===== src/rtl/tpr_pkg.sv =====
package tpr_pkg;

  localparam int NET_W      = 14;
  localparam int CONF_W     = 3;
  localparam int MIN_W      = 8;
  localparam int POT_W      = 10;
  localparam int SEC_W      = 6;
  localparam int CFG_IDX_W  = 3;
  localparam int CFG_DATA_W = 14;
  localparam int PROD_W     = 19;
  localparam int MAG_W      = PROD_W - 1;
  localparam int QDEPTH     = 2;
  localparam int QPTR_W     = $clog2(QDEPTH);
  localparam int QCNT_W     = $clog2(QDEPTH + 1);

  localparam int POT_FULL    = 1023;
  localparam int POT_SHIFT   = 10;
  localparam int SEC_LAST    = 59;
  localparam int STREAK_MAX  = 7;

  localparam logic [NET_W-1:0]  NETWORK_ID_RST    = NET_W'(2012);
  localparam logic [CONF_W-1:0] LEVEL_CONFIRM_RST = CONF_W'(3);
  localparam logic [CONF_W-1:0] STOP_CONFIRM_RST  = CONF_W'(5);
  localparam logic [MIN_W-1:0]  DURATION_MIN_RST  = MIN_W'(1);
  localparam logic [MIN_W-1:0]  DURATION_MAX_RST  = MIN_W'(180);
  localparam logic [MIN_W-1:0]  RUN_MINUTES_RST   = MIN_W'(30);

  typedef enum logic [1:0] {
    CMD_LEVEL,
    CMD_BUTTON,
    CMD_TICK,
    CMD_POT
  } cmd_t;

  typedef enum logic [1:0] {
    LVL_FULL,
    LVL_EMPTY,
    LVL_NORMAL,
    LVL_OTHER
  } level_t;

  typedef enum logic [2:0] {
    OP_DROP,
    OP_LEVEL,
    OP_BUTTON,
    OP_TICK,
    OP_POT
  } op_t;

  typedef enum logic [2:0] {
    ACT_NONE,
    ACT_FULL,
    ACT_EMPTY,
    ACT_SHOW,
    ACT_CLEAR
  } act_t;

  typedef enum logic [2:0] {
    EV_NONE,
    EV_FULL,
    EV_EMPTY,
    EV_NORMAL,
    EV_STOPPED,
    EV_STARTED
  } event_t;

  typedef enum logic [CFG_IDX_W-1:0] {
    REG_NETWORK_ID,
    REG_LEVEL_CONFIRM,
    REG_STOP_CONFIRM,
    REG_DURATION_MIN,
    REG_DURATION_MAX
  } cfg_reg_t;

  typedef struct packed {
    op_t                       op;
    level_t                    level;
    logic signed [PROD_W-1:0]  product;
  } q_entry_t;

  typedef struct packed {
    logic [CONF_W-1:0] level_confirm;
    logic [CONF_W-1:0] stop_confirm;
    logic [MIN_W-1:0]  duration_min;
  } back_cfg_t;

  function automatic logic [CONF_W-1:0] bump(input logic [CONF_W-1:0] s);
    return (s == CONF_W'(STREAK_MAX)) ? s : s + CONF_W'(1);
  endfunction

endpackage


===== src/rtl/tank_pump_run_controller.sv =====
// Tank pump run controller. Each transfer on the input channel carries one
// event (level message, button, one-second tick or potentiometer sample) and
// yields exactly one result transfer with the pump drive, accepted level,
// display request, event code and run setting. The block sustains one event
// per clock while out_ready stays high: a combinational front end classifies
// the event and forms the potentiometer product, a two-entry queue holds it,
// and the back end applies it to the run state and the result register. An
// event waits in a queue slot and its result is registered when the back end
// pops it. The user must write configuration registers through
// cfg_write/cfg_index/cfg_data only while no event is in flight; the block
// does not enforce this. Indexes beyond the last register are ignored.
module tank_pump_run_controller import tpr_pkg::*; (
  input  logic                  clk,
  input  logic                  rst,
  input  logic                  cfg_write,
  input  logic [CFG_IDX_W-1:0]  cfg_index,
  input  logic [CFG_DATA_W-1:0] cfg_data,
  input  logic                  in_valid,
  output logic                  in_ready,
  input  logic [1:0]            command,
  input  logic                  frame_ok,
  input  logic [NET_W-1:0]      msg_network,
  input  logic [1:0]            level_code,
  input  logic [POT_W-1:0]      pot_sample,
  output logic                  out_valid,
  input  logic                  out_ready,
  output logic                  pump_on,
  output logic [1:0]            level_state,
  output logic [2:0]            display_action,
  output logic [MIN_W-1:0]      display_number,
  output logic [2:0]            event_code,
  output logic [MIN_W-1:0]      run_minutes
);

  logic [NET_W-1:0]  network_id;
  logic [CONF_W-1:0] level_confirm;
  logic [CONF_W-1:0] stop_confirm;
  logic [MIN_W-1:0]  duration_min;
  logic [MIN_W-1:0]  duration_max;

  back_cfg_t back_cfg;
  q_entry_t  push_entry;
  q_entry_t  head;
  logic      q_push;
  logic      q_ready;
  logic      q_pop;
  logic      head_valid;

  always_ff @(posedge clk) begin
    if (rst) begin
      network_id    <= NETWORK_ID_RST;
      level_confirm <= LEVEL_CONFIRM_RST;
      stop_confirm  <= STOP_CONFIRM_RST;
      duration_min  <= DURATION_MIN_RST;
      duration_max  <= DURATION_MAX_RST;
    end else if (cfg_write) begin
      unique case (cfg_reg_t'(cfg_index))
        REG_NETWORK_ID:    network_id    <= cfg_data[NET_W-1:0];
        REG_LEVEL_CONFIRM: level_confirm <= cfg_data[CONF_W-1:0];
        REG_STOP_CONFIRM:  stop_confirm  <= cfg_data[CONF_W-1:0];
        REG_DURATION_MIN:  duration_min  <= cfg_data[MIN_W-1:0];
        REG_DURATION_MAX:  duration_max  <= cfg_data[MIN_W-1:0];
        default: ;
      endcase
    end
  end

  assign back_cfg.level_confirm = level_confirm;
  assign back_cfg.stop_confirm  = stop_confirm;
  assign back_cfg.duration_min  = duration_min;

  tpr_front u_front (
    .in_valid     (in_valid),
    .in_ready     (in_ready),
    .command      (command),
    .frame_ok     (frame_ok),
    .msg_network  (msg_network),
    .level_code   (level_code),
    .pot_sample   (pot_sample),
    .network_id   (network_id),
    .duration_min (duration_min),
    .duration_max (duration_max),
    .q_ready      (q_ready),
    .q_push       (q_push),
    .q_entry      (push_entry)
  );

  tpr_queue u_queue (
    .clk        (clk),
    .rst        (rst),
    .push       (q_push),
    .push_entry (push_entry),
    .push_ready (q_ready),
    .pop        (q_pop),
    .head_valid (head_valid),
    .head       (head)
  );

  tpr_back u_back (
    .clk            (clk),
    .rst            (rst),
    .cfg            (back_cfg),
    .head_valid     (head_valid),
    .head           (head),
    .pop            (q_pop),
    .out_valid      (out_valid),
    .out_ready      (out_ready),
    .pump_on        (pump_on),
    .level_state    (level_state),
    .display_action (display_action),
    .display_number (display_number),
    .event_code     (event_code),
    .run_minutes    (run_minutes)
  );

endmodule


===== src/rtl/tpr_front.sv =====
module tpr_front import tpr_pkg::*; (
  input  logic              in_valid,
  output logic              in_ready,
  input  logic [1:0]        command,
  input  logic              frame_ok,
  input  logic [NET_W-1:0]  msg_network,
  input  logic [1:0]        level_code,
  input  logic [POT_W-1:0]  pot_sample,
  input  logic [NET_W-1:0]  network_id,
  input  logic [MIN_W-1:0]  duration_min,
  input  logic [MIN_W-1:0]  duration_max,
  input  logic              q_ready,
  output logic              q_push,
  output q_entry_t          q_entry
);

  logic signed [MIN_W:0]  span;
  logic signed [PROD_W:0] prod_full;

  assign in_ready = q_ready;
  assign q_push   = in_valid & q_ready;

  // signed span times pot; the back end divides by full scale
  assign span      = $signed({1'b0, duration_max}) - $signed({1'b0, duration_min});
  assign prod_full = $signed({1'b0, pot_sample}) * span;

  always_comb begin
    q_entry.level   = level_t'(level_code);
    q_entry.product = prod_full[PROD_W-1:0];
    unique case (cmd_t'(command))
      CMD_LEVEL: begin
        // drop short frames and foreign networks here
        q_entry.op = (frame_ok && (msg_network == network_id)) ? OP_LEVEL : OP_DROP;
      end
      CMD_BUTTON: q_entry.op = OP_BUTTON;
      CMD_TICK:   q_entry.op = OP_TICK;
      CMD_POT:    q_entry.op = OP_POT;
      default:    q_entry.op = OP_DROP;
    endcase
  end

endmodule


===== src/rtl/tpr_queue.sv =====
module tpr_queue import tpr_pkg::*; (
  input  logic     clk,
  input  logic     rst,
  input  logic     push,
  input  q_entry_t push_entry,
  output logic     push_ready,
  input  logic     pop,
  output logic     head_valid,
  output q_entry_t head
);

  q_entry_t            slots [QDEPTH];
  logic [QPTR_W-1:0]   wr_ptr;
  logic [QPTR_W-1:0]   rd_ptr;
  logic [QCNT_W-1:0]   count;

  assign push_ready = (count != QCNT_W'(QDEPTH));
  assign head_valid = (count != '0);
  assign head       = slots[rd_ptr];

  always_ff @(posedge clk) begin
    if (push) begin
      slots[wr_ptr] <= push_entry;
    end
  end

  always_ff @(posedge clk) begin
    if (rst) begin
      wr_ptr <= '0;
      rd_ptr <= '0;
      count  <= '0;
    end else begin
      if (push) begin
        wr_ptr <= (wr_ptr == QPTR_W'(QDEPTH - 1)) ? '0 : wr_ptr + QPTR_W'(1);
      end
      if (pop) begin
        rd_ptr <= (rd_ptr == QPTR_W'(QDEPTH - 1)) ? '0 : rd_ptr + QPTR_W'(1);
      end
      if (push && !pop) begin
        count <= count + QCNT_W'(1);
      end else if (pop && !push) begin
        count <= count - QCNT_W'(1);
      end
    end
  end

  a_no_overflow: assert property (@(posedge clk) disable iff (rst)
    push |-> (count != QCNT_W'(QDEPTH)))
    else $error("queue written while full");

  a_no_underflow: assert property (@(posedge clk) disable iff (rst)
    pop |-> (count != '0))
    else $error("queue read while empty");

  a_count_range: assert property (@(posedge clk) disable iff (rst)
    (push && !pop) |=> (count != '0))
    else $error("queue count lost a transfer");

endmodule


===== src/rtl/tpr_back.sv =====
module tpr_back import tpr_pkg::*; (
  input  logic              clk,
  input  logic              rst,
  input  back_cfg_t         cfg,
  input  logic              head_valid,
  input  q_entry_t          head,
  output logic              pop,
  output logic              out_valid,
  input  logic              out_ready,
  output logic              pump_on,
  output logic [1:0]        level_state,
  output logic [2:0]        display_action,
  output logic [MIN_W-1:0]  display_number,
  output logic [2:0]        event_code,
  output logic [MIN_W-1:0]  run_minutes
);

  // run state
  logic              pump_running, pump_running_next;
  level_t            accepted_level, accepted_level_next;
  logic [CONF_W-1:0] full_streak, full_streak_next;
  logic [CONF_W-1:0] empty_streak, empty_streak_next;
  logic [CONF_W-1:0] normal_streak, normal_streak_next;
  logic [CONF_W-1:0] stop_streak, stop_streak_next;
  logic [MIN_W-1:0]  duration_minutes, duration_minutes_next;
  // remaining run time kept as whole minutes plus seconds
  logic [MIN_W-1:0]  mins_left, mins_left_next;
  logic [SEC_W-1:0]  secs_left, secs_left_next;

  // result register
  act_t              action_reg;
  logic [MIN_W-1:0]  number_reg;
  event_t            event_reg;
  act_t              action;
  logic [MIN_W-1:0]  number;
  event_t            event_val;

  // pot mapping: |product| / 1023 by shift-add estimate plus one correction
  logic [MAG_W-1:0]  mag;
  logic [MAG_W:0]    est_sum;
  logic [MAG_W-POT_SHIFT:0] est;
  logic [MAG_W+1:0]  est_mul;
  logic [MAG_W+1:0]  rem;
  logic [MAG_W-POT_SHIFT:0] quot;
  logic [MIN_W-1:0]  mapped;

  logic [CONF_W-1:0] bumped;
  logic              timer_spent;

  assign pop = head_valid && (!out_valid || out_ready);

  always_comb begin
    mag     = head.product[PROD_W-1] ? MAG_W'(-head.product) : head.product[MAG_W-1:0];
    est_sum = {1'b0, mag} + (MAG_W+1)'(mag >> POT_SHIFT);
    est     = est_sum[MAG_W:POT_SHIFT];
    est_mul = {1'b0, est, POT_SHIFT'(0)} - (MAG_W+2)'(est);
    rem     = {2'b0, mag} - est_mul;
    quot    = (rem >= (MAG_W+2)'(POT_FULL)) ? est + 1'b1 : est;
    mapped  = head.product[PROD_W-1] ? cfg.duration_min - quot[MIN_W-1:0]
                                     : cfg.duration_min + quot[MIN_W-1:0];
  end

  always_comb begin
    pump_running_next     = pump_running;
    accepted_level_next   = accepted_level;
    full_streak_next      = full_streak;
    empty_streak_next     = empty_streak;
    normal_streak_next    = normal_streak;
    stop_streak_next      = stop_streak;
    duration_minutes_next = duration_minutes;
    mins_left_next        = mins_left;
    secs_left_next        = secs_left;
    action                = ACT_NONE;
    number                = '0;
    event_val             = EV_NONE;
    bumped                = '0;
    timer_spent           = 1'b0;

    unique case (head.op)
      OP_LEVEL: begin
        full_streak_next   = '0;
        empty_streak_next  = '0;
        normal_streak_next = '0;
        unique case (head.level)
          LVL_FULL: begin
            action = ACT_FULL;
            bumped = bump(full_streak);
            full_streak_next = bumped;
            if (bumped >= cfg.level_confirm) begin
              pump_running_next   = 1'b0;
              mins_left_next      = duration_minutes;
              secs_left_next      = '0;
              full_streak_next    = '0;
              accepted_level_next = LVL_FULL;
              event_val           = EV_FULL;
            end
          end
          LVL_EMPTY: begin
            action = ACT_EMPTY;
            bumped = bump(empty_streak);
            empty_streak_next = bumped;
            if (bumped >= cfg.level_confirm) begin
              pump_running_next   = 1'b1;
              empty_streak_next   = '0;
              accepted_level_next = LVL_EMPTY;
              event_val           = EV_EMPTY;
            end
          end
          LVL_NORMAL: begin
            bumped = bump(normal_streak);
            normal_streak_next = bumped;
            if (bumped >= cfg.level_confirm) begin
              normal_streak_next  = '0;
              accepted_level_next = LVL_NORMAL;
              event_val           = EV_NORMAL;
            end
          end
          default: ;
        endcase
      end
      OP_BUTTON: begin
        if (!pump_running) begin
          pump_running_next = 1'b1;
          mins_left_next    = duration_minutes;
          secs_left_next    = '0;
          event_val         = EV_STARTED;
        end else begin
          pump_running_next = 1'b0;
          event_val         = EV_STOPPED;
        end
      end
      OP_TICK: begin
        if (pump_running) begin
          // count down one second, hold at zero
          if (secs_left != '0) begin
            secs_left_next = secs_left - SEC_W'(1);
          end else if (mins_left != '0) begin
            mins_left_next = mins_left - MIN_W'(1);
            secs_left_next = SEC_W'(SEC_LAST);
          end
          number = (mins_left_next == '1) ? mins_left_next : mins_left_next + MIN_W'(1);
          action = ACT_SHOW;
          timer_spent = (mins_left_next == '0) && (secs_left_next == '0);
          if (timer_spent || (accepted_level == LVL_FULL)) begin
            bumped = bump(stop_streak);
            stop_streak_next = bumped;
            if (bumped >= cfg.stop_confirm) begin
              pump_running_next = 1'b0;
              mins_left_next    = duration_minutes;
              secs_left_next    = '0;
              stop_streak_next  = '0;
              action            = ACT_CLEAR;
              number            = '0;
              event_val         = EV_STOPPED;
            end
          end else begin
            stop_streak_next = '0;
          end
        end
      end
      OP_POT: begin
        if (!pump_running && (mapped != duration_minutes)) begin
          duration_minutes_next = mapped;
          mins_left_next        = mapped;
          secs_left_next        = '0;
        end
      end
      default: ;
    endcase
  end

  always_ff @(posedge clk) begin
    if (rst) begin
      pump_running     <= 1'b0;
      accepted_level   <= LVL_NORMAL;
      full_streak      <= '0;
      empty_streak     <= '0;
      normal_streak    <= '0;
      stop_streak      <= '0;
      duration_minutes <= RUN_MINUTES_RST;
      mins_left        <= RUN_MINUTES_RST;
      secs_left        <= '0;
      out_valid        <= 1'b0;
    end else begin
      if (pop) begin
        pump_running     <= pump_running_next;
        accepted_level   <= accepted_level_next;
        full_streak      <= full_streak_next;
        empty_streak     <= empty_streak_next;
        normal_streak    <= normal_streak_next;
        stop_streak      <= stop_streak_next;
        duration_minutes <= duration_minutes_next;
        mins_left        <= mins_left_next;
        secs_left        <= secs_left_next;
      end
      if (pop) begin
        out_valid <= 1'b1;
      end else if (out_ready) begin
        out_valid <= 1'b0;
      end
    end
  end

  always_ff @(posedge clk) begin
    if (pop) begin
      action_reg  <= action;
      number_reg  <= number;
      event_reg   <= event_val;
    end
  end

  assign pump_on        = pump_running;
  assign level_state    = accepted_level;
  assign run_minutes    = duration_minutes;
  assign display_action = action_reg;
  assign display_number = number_reg;
  assign event_code     = event_reg;

  a_secs_range: assert property (@(posedge clk) disable iff (rst)
    secs_left <= SEC_W'(SEC_LAST))
    else $error("seconds field out of range");

  a_show_nonzero: assert property (@(posedge clk) disable iff (rst)
    (out_valid && (action_reg == ACT_SHOW)) |-> (number_reg != '0))
    else $error("shown minutes zero");

  a_start_drives: assert property (@(posedge clk) disable iff (rst)
    (pop && (event_val == EV_STARTED)) |=> pump_running)
    else $error("start event without pump running");

  a_stop_drives: assert property (@(posedge clk) disable iff (rst)
    (pop && (event_val == EV_STOPPED)) |=> !pump_running)
    else $error("stop event with pump still running");

endmodule


===== config.mk =====
export PLATFORM = sky130hd
export DESIGN_NAME = tank_pump_run_controller
export DESIGN_NICKNAME = d
export VERILOG_FILES = /design/src/rtl/tpr_pkg.sv /design/src/rtl/tank_pump_run_controller.sv /design/src/rtl/tpr_front.sv /design/src/rtl/tpr_queue.sv /design/src/rtl/tpr_back.sv
export SDC_FILE = /design/constraint.sdc
export NUM_CORES = 1
export LEC_CHECK = 0
export BUFFER_PORTS_ARGS = -buffer_cell sky130_fd_sc_hd__buf_2
export CAP_MARGIN = 20
export CELL_PAD_IN_SITES_DETAIL_PLACEMENT = 0
export CELL_PAD_IN_SITES_GLOBAL_PLACEMENT = 1
export CORE_ASPECT_RATIO = 1.25
export CORE_MARGIN = 2
export CORE_UTILIZATION = 40
export DETAILED_ROUTE_END_ITERATION = 7
export PLACE_DENSITY_LB_ADDON = 0.12
export REMOVE_ABC_BUFFERS = 1
export SLEW_MARGIN = 20
export SYNTH_ARGS = -nofsm -noshare
export SYNTH_HDL_FRONTEND = slang
export SYNTH_HIERARCHICAL = 1
export SYNTH_SLANG_ARGS = --single-unit

===== constraint.sdc =====
create_clock -name clk -period 9.8 [get_ports clk]
set_input_delay 0.98 -clock clk [delete_from_list [all_inputs] [get_ports clk]]
set_output_delay 0.98 -clock clk [all_outputs]
set_load 0.02 [all_outputs]

==> summary.txt <==
Critical path
  • R2R setup slack: 360 ps
  • Crit path kind: flop to flop
  • Crit-path slowest cell: or4_4
  • CP dominant cell by count: buf_6
  • Max Fanout on Critical Path: 8
  • WP buf/inv: 10
  • Worst R2R End: u_back/mins_left[1]$_SDFFE_PP1P_
  • Slowest stage delay, CP: 590 ps
  • Crit path DAT: 9760 ps
  • Worst Setup End Kind: flop
  • Top cell family by delay on the critical path: compound AO/OA/AOI/OAI gates
  • WP data required: 10120 ps
  • Worst-case reg-to-reg path depth: 53
  • Setup crit start kind: flop

Synth
  • Most common cell in the netlist: inv_1
  • Cell area after synthesis: 13300 sq um
  • Synth warn: 6
  • Synth Instances: 1475
  • Unique masters post-synth: 91
  • Sequential share of the synthesized area: 25.9%
  • Top cell type's share of synthesized area: 14.0%
  • Synth Area per Inst: 9.00 sq um
  • Asr flop ratio synth: 0%
  • Yosys reg bits: 141
  • Yosys top cell by area: edfxtp_1
  • Synth top area cells: edfxtp_1 (14%), ha_1 (13%), dfxtp_1 (12%)
  • Top_reg_cell synth: dfxtp_1
  • EDFF count, synth: 62
  • Most frequent cells after synthesis: inv_1 (158), ha_1 (137), nor2_1 (134)

Cells and area
  • Nets: 1908
  • P&R area growth vs syn: 23.0%
  • Layout cells sized above 1: 24.5%
  • Fill cells: 3153
  • Inserted Diodes: 0

Routing
  • Initial drt markers: 518
  • DRC viols: 0
  • Via density: 5.22
  • DR WL/cell: 15.9 microns
  • Routed Antenna Nets: 0
  • Via Count: 10.9k
  • 1st-pass router iterations: 5
  • Final WL: 33300 microns

STA
  • Endpoints failing setup: 0
  • Worst slew pin tran: 1060 ps
  • Final Max Slew Viols: 0
  • Setup TNS: 0 ps
  • Hold Vio Cnt, Final: 0
  • Tcrit/Tclk final: 96.3%
  • Slew HR: 29.1%
  • FMAX: 106 MHz
  • Unrepaired setup endpoints after global routing: yes
  • Clock Skews: 22.6 ps
  • Tmin final: 9440 ps

Hold path
  • Min-delay src: u_back/full_streak[1]$_SDFFE_PP0P_
  • Hold Path Class: flop to flop
  • Worst hold stages: 2
  • WHS Endpoint: u_back/full_streak[1]$_SDFFE_PP0P_

Clock tree
  • Clock edge transition at the registers on the reported setup and hold paths: 70 ps
  • Clock Tree Buf Depth: 2
  • Number of CTS-inserted buffers: 17
  • CTS Root Cell: clkbuf_16
  • Sinks on Clock Net: 141
  • CTS tree: done
  • Worst-Skew Late Latency: 440 ps
  • H-tree lvl count: 4

Place
  • DP Wirelength: 26000 microns
  • GP Congestion: 0.824
  • IO buf count: 77

Run status
  • Status: finished clean

Floorplanning
  • Core ar.: 32700 sq um
  • Num rows: 74
  • Die ar.: 34700 sq um
  • Initial Util: 40.6%
  • Die Wd: 167 microns
  • Chip height: 208 microns
  • # IOs: 78

GRT
  • Total gr overflow: 0
  • First-pass GRT wire length: 54400 microns
  • Initial antenna violation count: 0
  • GRT Util Overall: 19.0%
  • Largest net degree at the start of global routing: 66
  • Vias in the first global route: 11.0k

Run
  • Max-cap violation count: 0
[sequential cells by signal, summed over array words and instances (netlist names), 6 cells and up, named ones only]
signal	count
duration_min	8
u_back/secs_left	6
u_back/mins_left	8
network_id	14
duration_max	8
u_queue/slots	48
u_back/display_number	8
u_back/run_minutes	8
[logic make-up after synthesis]
kind of cell             count (synthesis)  share of synthesized area [%]
AO/OA/AOI/OAI                          268                           13.6
AND/OR/NAND/NOR                        484                           19.4
adder cells (fa/ha/maj)                196                           21.8
buffers and inverters                  207                           6.26
flip-flops                             141                           25.9
XOR/XNOR                               107                           7.31
multiplexers                            72                           5.71
[worst min-delay path, delay by kind of cell (launching register included)]
| family | cells | cell delay (ps) |
|---|---|---|
| DFF | 1 | 320 |
| AOI/OAI and AO/OA | 1 | 50 |
| and+or+nand+nor | 1 | 60 |
[worst max path at each step]
stage	from	end	cells past startpoint
after CTS	flop	u_back/mins_left[1]$_SDFFE_PP1P_	52
after detailed placement	flop	u_back/secs_left[3]$_SDFFE_PP0P_	53
after floorplan	flop	u_back/secs_left[2]$_SDFFE_PP0P_	49
after global placement	flop	u_back/secs_left[4]$_SDFFE_PP0P_	51
final	flop	u_back/mins_left[1]$_SDFFE_PP1P_	53
after global routing	flop	u_back/mins_left[1]$_SDFFE_PP1P_	52
[cells in the final DEF, fill, tap and decap left out, drive strengths merged, types with 13 or more instances in the layout]
master and n:
buf 214, inv 168, ha 137, nor2 135
dfxtp 79, xnor2 76, a21oi 76, nand2 75
edfxtp 62, fa 59, nand2b 57, o21ai 53
and2 50, mux2i 42, nor3 35, xor2 31
nand3 30, mux2 30, clkbuf 19, nor2b 19
a21o 17, a211oi 17, a31oi 14, o211ai 13
or2 13
[repair_timing]
action,in CTS,in global routing
hold buffers,0,0
gates resized for setup,17,149
setup buffers,1,17
endpoints found under the setup margin,19,20
pin swaps,2,72
gates cloned,0,2
[area by class of cell]
| type | count | area, sq um | share of cell area (%) |
|---|---|---|---|
| Clock buffer | 18 | 450 | 2.76 |
| Clock inverter | 14 | 120 | 0.735 |
| Inverter | 159 | 602 | 3.68 |
| Multi-Input combinational cell | 1127 | 9690 | 59.3 |
| Sequential cell | 141 | 3440 | 21.1 |
| Tap cell | 418 | 523 | 3.20 |
| Timing Repair Buffer | 215 | 1510 | 9.25 |
[stage by stage]
stage | instances | area (sq um) | hold slack [ps] | setup WS, ps | utilization (%)
finish | 2092 | 16300 | 472 | 361 | 50.0
global route | 2092 | 16300 | 492 | -136 | 50.0
CTS | 2074 | 15500 | 474 | 3.85 | 47.6
detailed placement | 2041 | 14900 | 464 | -386 | 45.5
global placement | 2040 | 14900 | 460 | -299 | 45.5
floorplan | 1427 | 13000 | 440 | -703 | -
[routing by layer]
metal / wire (microns) / GRT usage (%) / share of wire, %
met4: 468 / 4.31 / 1.4
met5: 0 / 0 / 0
met2: 16400 / 33.3 / 49
met1: 15700 / 24.7 / 47
met3: 763 / 2.52 / 2.3
Power is not shown: default switching activity piles up to over one toggle a cycle in this logic, so the estimate is an artifact.
